<file path="config.mk">
export PLATFORM = sky130hd
export DESIGN_NAME = status_led_watchdog_driver
export DESIGN_NICKNAME = d
export VERILOG_FILES = /design/src/rtl/sldw_pkg.sv /design/src/rtl/status_led_watchdog_driver.sv /design/src/rtl/sldw_fifo.sv /design/src/rtl/sldw_front.sv /design/src/rtl/sldw_back.sv
export SDC_FILE = /design/constraint.sdc
export NUM_CORES = 1
export LEC_CHECK = 0
export BUFFER_PORTS_ARGS = -buffer_cell sky130_fd_sc_hd__buf_2
export CORE_MARGIN = 2
export CORE_UTILIZATION = 45
export DETAILED_ROUTE_END_ITERATION = 8
export MAX_ROUTING_LAYER = met4
export SYNTH_ARGS = -nofsm -noshare
export SYNTH_HDL_FRONTEND = slang
export SYNTH_SLANG_ARGS = --single-unit
</file>
<file path="constraint.sdc">
create_clock -name clk -period 6.52 [get_ports clk]
set_clock_uncertainty 0.2 [all_clocks]
set_input_delay 0.978 -clock clk [delete_from_list [all_inputs] [get_ports clk]]
set_output_delay 0.978 -clock clk [all_outputs]
set_load 0.05 [all_outputs]
</file>
<file path="src/rtl/sldw_pkg.sv">
// Shared types and constants for the status LED and watchdog driver.
package sldw_pkg;

  // Configuration register indexes
  localparam logic [1:0] CFG_BLINK_PERIOD   = 2'd0;
  localparam logic [1:0] CFG_ACTIVITY_WINDOW = 2'd1;
  localparam logic [1:0] CFG_KICK_PERIOD    = 2'd2;

  // Register reset values
  localparam logic [15:0] BLINK_PERIOD_RST    = 16'd500;
  localparam logic [15:0] ACTIVITY_WINDOW_RST = 16'd1200;
  localparam logic [7:0]  KICK_PERIOD_RST     = 8'd5;

  // Bit positions in the out_byte image
  localparam int unsigned BIT_RUN  = 5;
  localparam int unsigned BIT_CON  = 3;
  localparam int unsigned BIT_KICK = 0;

  // Classified polling pass, front to back
  typedef struct packed {
    logic [31:0] now_ms;
    logic [31:0] now_s;
    logic        link_up;
    logic        con_active;  // link up and activity recent
  } pass_t;

  // One result beat
  typedef struct packed {
    logic [7:0] out_byte;
    logic       out_write;
  } result_t;

endpackage

</file>
<file path="src/rtl/status_led_watchdog_driver.sv">
// Top level of the status LED and watchdog driver.
// Each beat pushed in is one polling pass and yields exactly one result beat.
// The block takes one pass per clock cycle while full is low; an accepted
// pass waits in the classified-pass queue until the back end steps it into
// the result queue, which it does only while the result queue has room.
// The back end updates the run LED, connection LED and watchdog state once for
// every pass that it steps, using three 32-bit elapsed-time
// compares. full rises only after pops have stalled long enough for the result
// queue and then the classified-pass queue to fill. out_byte carries bit 5 run
// LED, bit 3 connection LED and bit 0 watchdog; out_write flags a byte that
// differs from the one last sent. Configuration must be written while no pass
// is in flight; register indexes 0, 1, 2 are blink period (ms), activity
// window (s) and kick period (s); other indexes are ignored.
module status_led_watchdog_driver
  import sldw_pkg::*;
#(
  parameter int QUEUE_DEPTH = 2
) (
  input  logic        clk,
  input  logic        rst,
  // configuration
  input  logic        cfg_we,
  input  logic [1:0]  cfg_index,
  input  logic [15:0] cfg_data,
  // pass input
  input  logic        push,
  output logic        full,
  input  logic [31:0] now_ms,
  input  logic [31:0] now_s,
  input  logic        link_up,
  input  logic [31:0] last_activity_s,
  // result output
  output logic        empty,
  input  logic        pop,
  output logic [7:0]  out_byte,
  output logic        out_write
);

  logic [15:0] blink_period_ms;
  logic [15:0] activity_window_s;
  logic [7:0]  kick_period_s;

  pass_t   front_pass;
  pass_t   back_pass;
  logic    pass_empty;
  logic    result_full;
  logic    step;
  result_t back_result;
  result_t head_result;

  // Configuration registers
  always_ff @(posedge clk) begin
    if (rst) begin
      blink_period_ms   <= BLINK_PERIOD_RST;
      activity_window_s <= ACTIVITY_WINDOW_RST;
      kick_period_s     <= KICK_PERIOD_RST;
    end else if (cfg_we) begin
      case (cfg_index)
        CFG_BLINK_PERIOD:    blink_period_ms   <= cfg_data;
        CFG_ACTIVITY_WINDOW: activity_window_s <= cfg_data;
        CFG_KICK_PERIOD:     kick_period_s     <= cfg_data[7:0];
        default: begin
        end
      endcase
    end
  end

  // Front: classify the incoming pass
  sldw_front u_front (
    .activity_window_s (activity_window_s),
    .now_ms            (now_ms),
    .now_s             (now_s),
    .link_up           (link_up),
    .last_activity_s   (last_activity_s),
    .pass              (front_pass)
  );

  // Queue of classified passes
  sldw_fifo #(
    .WIDTH ($bits(pass_t)),
    .DEPTH (QUEUE_DEPTH)
  ) u_pass_q (
    .clk     (clk),
    .rst     (rst),
    .wr_en   (push),
    .wr_data (front_pass),
    .rd_en   (step),
    .rd_data (back_pass),
    .full    (full),
    .empty   (pass_empty)
  );

  // Back: LED and watchdog state
  sldw_back u_back (
    .clk             (clk),
    .rst             (rst),
    .blink_period_ms (blink_period_ms),
    .kick_period_s   (kick_period_s),
    .pass_valid      (!pass_empty),
    .pass            (back_pass),
    .result_full     (result_full),
    .step            (step),
    .result          (back_result)
  );

  // Result queue
  sldw_fifo #(
    .WIDTH ($bits(result_t)),
    .DEPTH (QUEUE_DEPTH)
  ) u_result_q (
    .clk     (clk),
    .rst     (rst),
    .wr_en   (step),
    .wr_data (back_result),
    .rd_en   (pop),
    .rd_data (head_result),
    .full    (result_full),
    .empty   (empty)
  );

  assign out_byte  = head_result.out_byte;
  assign out_write = head_result.out_write;

endmodule

</file>
<file path="src/rtl/sldw_fifo.sv">
// Small register-based queue used between the front, the back and the result port.
module sldw_fifo #(
  parameter int WIDTH = 8,
  parameter int DEPTH = 2
) (
  input  logic             clk,
  input  logic             rst,
  input  logic             wr_en,
  input  logic [WIDTH-1:0] wr_data,
  input  logic             rd_en,
  output logic [WIDTH-1:0] rd_data,
  output logic             full,
  output logic             empty
);

  localparam int AW = (DEPTH > 1) ? $clog2(DEPTH) : 1;
  localparam int CW = $clog2(DEPTH + 1);

  logic [WIDTH-1:0] mem [DEPTH];
  logic [AW-1:0]    wr_ptr;
  logic [AW-1:0]    rd_ptr;
  logic [CW-1:0]    count;
  logic             do_wr;
  logic             do_rd;

  assign full  = (count == CW'(DEPTH));
  assign empty = (count == '0);
  assign do_wr = wr_en && !full;
  assign do_rd = rd_en && !empty;
  assign rd_data = mem[rd_ptr];

  // Pointers and fill count
  always_ff @(posedge clk) begin
    if (rst) begin
      wr_ptr <= '0;
      rd_ptr <= '0;
      count  <= '0;
    end else begin
      if (do_wr) begin
        wr_ptr <= (wr_ptr == AW'(DEPTH - 1)) ? '0 : wr_ptr + 1'b1;
      end
      if (do_rd) begin
        rd_ptr <= (rd_ptr == AW'(DEPTH - 1)) ? '0 : rd_ptr + 1'b1;
      end
      if (do_wr && !do_rd) begin
        count <= count + 1'b1;
      end else if (do_rd && !do_wr) begin
        count <= count - 1'b1;
      end
    end
  end

  // Storage
  always_ff @(posedge clk) begin
    if (do_wr) begin
      mem[wr_ptr] <= wr_data;
    end
  end

endmodule

</file>
<file path="src/rtl/sldw_front.sv">
// Front end: classifies each polling pass before it is queued for the back end.
module sldw_front
  import sldw_pkg::*;
(
  input  logic [15:0] activity_window_s,
  input  logic [31:0] now_ms,
  input  logic [31:0] now_s,
  input  logic        link_up,
  input  logic [31:0] last_activity_s,
  output pass_t       pass
);

  logic [31:0] idle_s;
  logic        recent;

  // Activity is recent when it exists and is strictly inside the window
  assign idle_s = now_s - last_activity_s;
  assign recent = (last_activity_s != '0) && (idle_s < {16'd0, activity_window_s});

  always_comb begin
    pass.now_ms     = now_ms;
    pass.now_s      = now_s;
    pass.link_up    = link_up;
    pass.con_active = link_up && recent;
  end

endmodule

</file>
<file path="src/rtl/sldw_back.sv">
// Back end: LED and watchdog state, image build and change detection.
module sldw_back
  import sldw_pkg::*;
(
  input  logic        clk,
  input  logic        rst,
  input  logic [15:0] blink_period_ms,
  input  logic [7:0]  kick_period_s,
  input  logic        pass_valid,
  input  pass_t       pass,
  input  logic        result_full,
  output logic        step,
  output result_t     result
);

  logic        run_on;
  logic [31:0] run_mark_ms;
  logic        con_on;
  logic [31:0] con_mark_ms;
  logic        kick_on;
  logic [31:0] kick_mark_s;
  logic [2:0]  sent;

  logic        run_fire;
  logic        con_fire;
  logic        kick_fire;
  logic        run_on_next;
  logic        con_on_next;
  logic        kick_on_next;
  logic [2:0]  image_next;
  logic [7:0]  byte_next;

  assign step = pass_valid && !result_full;

  // Toggle conditions: elapsed time modulo 2^32 strictly above the period
  assign run_fire  = !pass.link_up &&
                     ((pass.now_ms - run_mark_ms) > {16'd0, blink_period_ms});
  assign con_fire  = pass.con_active &&
                     ((pass.now_ms - con_mark_ms) > {16'd0, blink_period_ms});
  assign kick_fire = (pass.now_s - kick_mark_s) > {24'd0, kick_period_s};

  // Next LED and watchdog levels
  always_comb begin
    if (pass.link_up) begin
      run_on_next = 1'b1;
    end else begin
      run_on_next = run_fire ? !run_on : run_on;
    end
    if (pass.con_active) begin
      con_on_next = con_fire ? !con_on : con_on;
    end else begin
      con_on_next = 1'b0;
    end
    kick_on_next = kick_fire ? !kick_on : kick_on;
    image_next   = {run_on_next, con_on_next, kick_on_next};

    byte_next           = '0;
    byte_next[BIT_RUN]  = run_on_next;
    byte_next[BIT_CON]  = con_on_next;
    byte_next[BIT_KICK] = kick_on_next;

    result.out_byte  = byte_next;
    result.out_write = (image_next != sent);
  end

  // State update, one pass per step
  always_ff @(posedge clk) begin
    if (rst) begin
      run_on      <= 1'b0;
      run_mark_ms <= '0;
      con_on      <= 1'b0;
      con_mark_ms <= '0;
      kick_on     <= 1'b0;
      kick_mark_s <= '0;
      sent        <= '0;
    end else if (step) begin
      run_on  <= run_on_next;
      con_on  <= con_on_next;
      kick_on <= kick_on_next;
      sent    <= image_next;
      if (run_fire) begin
        run_mark_ms <= pass.now_ms;
      end
      if (con_fire) begin
        con_mark_ms <= pass.now_ms;
      end
      if (kick_fire) begin
        kick_mark_s <= pass.now_s;
      end
    end
  end

`ifndef SYNTHESIS
  // A pass with the link up leaves the run LED on and its mark untouched
  a_run_forced: assert property (@(posedge clk) disable iff (rst)
    step && pass.link_up |=> run_on && $stable(run_mark_ms))
    else $error("run LED not forced on while link up");

  // Without recent activity the connection LED is off and its mark holds
  a_con_off: assert property (@(posedge clk) disable iff (rst)
    step && !pass.con_active |=> !con_on && $stable(con_mark_ms))
    else $error("connection LED not held off");

  // After a step the sent image matches the state bits
  a_sent_track: assert property (@(posedge clk) disable iff (rst)
    step |=> sent == {run_on, con_on, kick_on})
    else $error("sent image out of step with LED state");

  // The sent image and the kick mark move only on a step
  a_hold: assert property (@(posedge clk) disable iff (rst)
    !step && !$past(rst) |=> $stable(sent) && $stable(kick_mark_s))
    else $error("state changed without a step");
`endif

endmodule

</file>
After elaboration in Yosys (flattened, before gate mapping)
Memory sizes are Yosys's and may differ from the RTL's. A register that Yosys moved wholly into a read port is not among the register bits.
Index checks and enable logic that the tools add are counted.
{ "op_classes": {"n_eq_ne": 5, "addsub": 12, "n_reduce_logical": 37, "mux": 21, "n_lt_le_gt_ge": 4} }
{ "ops": {"columns": ["operator", "n"], "rows": [
  ["$sub A32 B32 Y32", 4],
  ["$gt A32 B16 Y1", 2],
  ["$gt A32 B8 Y1", 1],
  ["$lt A32 B16 Y1", 1],
  ["$reduce_bool A32 Y1", 1],
  ["$mux W1", 17],
  ["$logic_and A1 B1 Y1", 13],
  ["$logic_not A1 Y1", 12],
  ["$reduce_and A2 Y1", 6],
  ["$mux W2", 4],
  ["$eq A2 B2 Y1 const B", 3],
  ["$logic_not A2 Y1", 3],
  ["$add A1 B1 Y1 const B", 4],
  ["$add A2 B1 Y2 const B", 2],
  ["$reduce_bool A2 Y1", 2],
  ["$sub A2 B1 Y2 const B", 2],
  ["$ne A3 B3 Y1", 1],
  ["$eq A2 B1 Y1 const B", 1]
]} }
{ "totals": {"inputBits": 120, "n_memories": 2, "output_inout_bits": 11, "register_bits": 150, "ram_bits": 140} }
{ "memory_table": {"columns": ["name", "depth", "width", "read_ports", "rd_clocked_by_memory_dff", "wr", "line_no", "rtl"], "rows": [
  ["u_pass_q.mem", 2, 66, 1, 1, 1, "sldw_fifo.sv:19", "logic [WIDTH-1:0] mem [DEPTH];"],
  ["u_result_q.mem", 2, 4, 1, 1, 1, "sldw_fifo.sv:19", null]
]} }

Logic depth before layout (Yosys ltp)
{ "depth": {"word_depth": 8, "depth_mapped": 27} }

By module
Synthesis repeated with hierarchy kept, for this count alone.
{ "hier_totals": {"hier_cells": 2470, "area_unflattened_um2": 22250.1} }
{ "by_module_without_submodules": {"columns": ["module", "area_per_inst_um2", "n_inst", "cells_per_inst"], "rows": [
  ["sldw_back", 11981.5, 1, 1621],
  ["sldw_fifo (u_pass_q)", 4987.3, 1, 230],
  ["sldw_front", 2753.9, 1, 403],
  ["status_led_watchdog_driver", 1662.8, 1, 163],
  ["sldw_fifo (u_result_q)", 864.6, 1, 53]
]} }

Least setup slack after synthesis
OpenSTA, ideal clock, no wires.
{ "synth_timing": {"kind": "flip-flop to flip-flop", "startpoint": "register (tool-made name)", "endpoint": "memory u_result_q.mem[0][0] (netlist bit), data pin", "arrival_time_ns": 5.254, "setup_ns": 0.265, "t_required_ns": 6.055, "slack_ns": 0.801, "stages_incl_launch_ff": 23, "path_cell_list": "dfxtp_1 clkbuf_1 clkbuf_1 buf_1 mux2_2 ha_1 nor2b_1 o31ai_1 and2_1 nor2_1 nor2_1 o21ai_0 xor2_1 ha_1 nand4_1 nor2_1 a221o_1 o31a_1 a311oi_1 and3_1 nand4_1 or4_1 a221o_1"} }
{ "synth_rtl": {"columns": ["element", "line_no"], "rows": [
  ["end: declaration", "sldw_fifo.sv:19"]
]} }

==> Flow_metrics.wiki <==
{| class="wikitable"
! Metric !! Value
|-
| Number of nets still failing antenna checks after routing || 0
|-
| CTS tree || built
|-
| Min Hold Slack || 0.2550 ns
|-
| Final worst setup slack || 0.5256 ns
|-
| Post-synthesis to final-layout area growth || 9.734%
|-
| Top cells by instance count after synthesis || 260 x nand2_1, 202 x inv_1, 190 x a21oi_1
|-
| Number of warnings reported in the yosys synthesis log || 0
|-
| Delay of the slowest cell on the worst path || 0.61 ns
|-
| GRT Util Overall || 0.2524
|-
| Yosys top cell area share || 0.2025
|-
| Post-Place Setup Slack || 0.4627 ns
|-
| Number of distinct standard cells referenced by the synthesized netlist || 92
|-
| Summed negative setup slack over all endpoints || 0 ns
|-
| Number of buffer cells added on primary ports || 125
|-
| Clk_lat worst skew || 0.55 ns
|-
| Setup Fix Bufs, Post-CTS || 0
|-
| Library cell contributing the largest single delay on the critical path || dfxtp_4
|-
| Critical path peak fanout || 32
|-
| Cell class contributing the biggest share of worst-path delay || compound AO/OA/AOI/OAI gates
|-
| Clk pin slew, worst setup/hold paths || 0.07 ns
|-
| Number of vias per cell after detailed routing || 5.831
|-
| Final instance area || 22780 um2
|-
| Area post-placement || 21680 um2
|-
| Post-detailed-route wirelength per cell || 19.53 um
|-
| Register area share after synthesis || 0.3462
|-
| Synthesis-stage register bit count || 289
|-
| H-tree depth || 2
|-
| Maximum number of pins on one net before global-route repair || 71
|-
| Number of standard cells after synthesis || 2319
|-
| CP Class || reg -> reg
|-
| Final wirelength || 58810 um
|-
| Via total after detailed routing || 17560
|-
| Core footprint || 45480 um2
|-
| Grt ovf || 0
|-
| Count of standard-cell rows || 78
|-
| RSZ-0062 raised after global routing || false
|-
| Die width || 218.8 um
|-
| Total setup violations reported at the end of the flow || 0
|-
| Worst Path Buf+Inv || 2
|-
| Placer Congestion || 0.9565
|-
| Worst EP required || 6.72 ns
|-
| Antenna violations before repair || 0
|-
| Count of endpoints failing hold in the final timing report || 0
|-
| Post-synth ARST share || 0
|-
| Router iterations before antenna repair || 7
|-
| Worst Max-Slew Pin Slew || 1.111 ns
|-
| Fraction of layout cells with a size suffix above 1 || 0.1365
|-
| Diode count || 0
|-
| Critical path endpoint category || flip-flop
|-
| Number of DRC markers in iteration 0 || 1483
|-
| Worst Setup Start Kind || flip-flop
|-
| Total CTS buffers || 34
|-
| Clock tree buffer depth || 3
|-
| Die area || 47870 um2
|-
| Flip-flop cell with the highest count after synthesis || dfxtp_1
|-
| Synthesized area per cell || 8.952 um2
|-
| Clock tree sinks || 289
|-
| Half-perimeter wire length after placement || 45330 um
|-
| Cell type contributing the most total cell area after synthesis || edfxtp_1
|-
| Period utilization || 0.9194
|-
| Largest vdd supply drop || 0.2475 mV
|-
| I/O pin count || 131
|-
| Fmax || 166.8 MHz
|-
| Most frequent cell after synthesis || nand2_1
|-
| Cell chain of the critical path || mux2i_1 > inv_1 > ha_1 > nor2b_1 > o2111ai_1 > a21oi_1 > o21ai_0 > nand2_1 > xor2_1 > ha_1 > nand4_1 > nor2_1 > a221o_1 > o31a_1 > a311oi_1 > nand4_1 > nor4_1 > and4b_1 > a21oi_4 > buf_4 > mux2i_1
|-
| Reg2reg setup slack || 0.53 ns
|-
| Type of the worst min-delay path || reg -> reg
|-
| First-pass GRT wire length || 92860 um
|-
| Clock tree root driver cell || clkbuf_16
|-
| Status || finished, final reports clean
|-
| Number of violations of the max-capacitance limit || 0
|-
| Via count of the first global-routing pass || 16920
|-
| Min Clock Period, post-route || 5.994 ns
|-
| Filler Cells Inserted || 4417
|-
| Nets || 2693
|-
| Die H || 218.8 um
|-
| Final cell utilization of the core || 0.5009
|-
| Final slew viol count || 0
|-
| Pwr Density || 484.3 nW/um2
|-
| Number of enable-type register cells in the synthesized netlist || 140
|-
| Leakage power figure || 9.062 nW
|-
| Starting density of the core || 0.4565
|-
| Post-synthesis cell area || 20760 um2
|-
| Max-slew headroom at the worst pin || 0.2558
|-
| Arr. time, crit path || 6.20 ns
|-
| Hold buffer count at CTS || 0
|-
| DRC || 0
|-
| Synth top area cells || edfxtp_1 20%, dfxtp_1 14%, ha_1 11%, nand2_1 4.7%, mux2i_1 4.7%
|}
[worst register-to-register path, cell delays in order (launching register included)]
cell and delay (ns):
dfxtp_4 0.61, mux2i_1 0.37, inv_1 0.16, ha_1 0.31
nor2b_1 0.14, o2111ai_1 0.30, a21oi_1 0.20, o21ai_0 0.35
nand2_1 0.11, xor2_1 0.17, ha_1 0.30, nand4_1 0.15
nor2_1 0.07, a221o_1 0.32, o31a_1 0.33, a311oi_1 0.31
nand4_1 0.14, nor4_1 0.34, and4b_1 0.32, a21oi_4 0.07
buf_4 0.34, mux2i_1 0.23
[cell families after synthesis]
kind of cell / count (synthesis) / share of synthesized area
muxes: 164 / 0.08311
AOI/OAI and AO/OA: 634 / 0.2014
adders and majority gates: 187 / 0.1142
DFF: 289 / 0.3462
and+or+nand+nor: 650 / 0.1544
other: 1 / 0.0001806
buffers and inverters: 313 / 0.06648
xor gates and xnor gates: 81 / 0.03417
[placed cells by master (no fill, tap or decap), types with 37 or more instances in the layout]
cell type    n
dfxtp_1    148
a21oi_1    189
edfxtp_1   140
mux2_2      67
nand2_1    260
buf_2      125
inv_1      201
xnor2_1     48
clkbuf_16   37
o21ai_0     92
nand4_1     53
a21o_1      55
ha_1       183
mux2i_1     97
o31ai_1     39
nor2_1     104
[routing by layer]
layer  share of wire  wire length, um  global-route usage
met2            0.42            24750              0.3673
met3           0.060             3522             0.03063
met5               0                0                   -
met4           0.018             1081             0.05788
met1            0.50            29460              0.3724
[area by class of cell]
cell class	instances	area [um2]	share of cell area
multi-input combinational	1721	12240	0.5375
sequential	289	7191	0.3156
clock buffer	50	1005	0.04410
inverter	203	764.5	0.03356
tap	600	750.7	0.03295
timing repair buffer	137	732.0	0.03213
clock inverter	11	93.84	0.004119
[where the power goes]
part	switching [mW]	internal [mW]
clock	0.776	1.11
combinational	4.14	2.54
sequential	0.167	2.30
total	5.09	5.95
[sequential cells by signal (all words and copies together), names as in the netlist, named ones only]
signal and flops:
u_pass_q.mem 132, u_back.con_mark_ms 32, u_back.kick_mark_s 32, u_back.run_mark_ms 32
activity_window_s 16, blink_period_ms 16, kick_period_s 8, u_result_q.mem 8
u_back.sent 3, u_pass_q.count 2, u_result_q.count 2, u_pass_q.rd_ptr 1
u_pass_q.wr_ptr 1, u_result_q.rd_ptr 1, u_result_q.wr_ptr 1
[through the flow]
| stage | instances | power (mW) |
|---|---|---|
| after floorplan | 2323 | 7.480 |
| after global placement | 2950 | 8.984 |
| after detailed placement | 2950 | 9.040 |
| after CTS | 3011 | 10.99 |
| after global routing | 3011 | 11.88 |
| final | 3011 | 11.03 |
[worst paths after layout]
path / start / end / cells past startpoint
worst max-delay path: flip-flop / u_back.con_mark_ms[0] / 21
worst min-delay path: blink_period_ms[11] / blink_period_ms[11] / 2
worst max register to register: flip-flop / u_back.con_mark_ms[0] / 21
worst min register to register: blink_period_ms[11] / blink_period_ms[11] / 2
[timing repair]
action | in CTS | in global routing
setup endpoints to repair | 0 | 26
hold endpoints to repair | 0 | 0
gates resized for setup | 0 | 1
(Power assumes the default switching activity.)
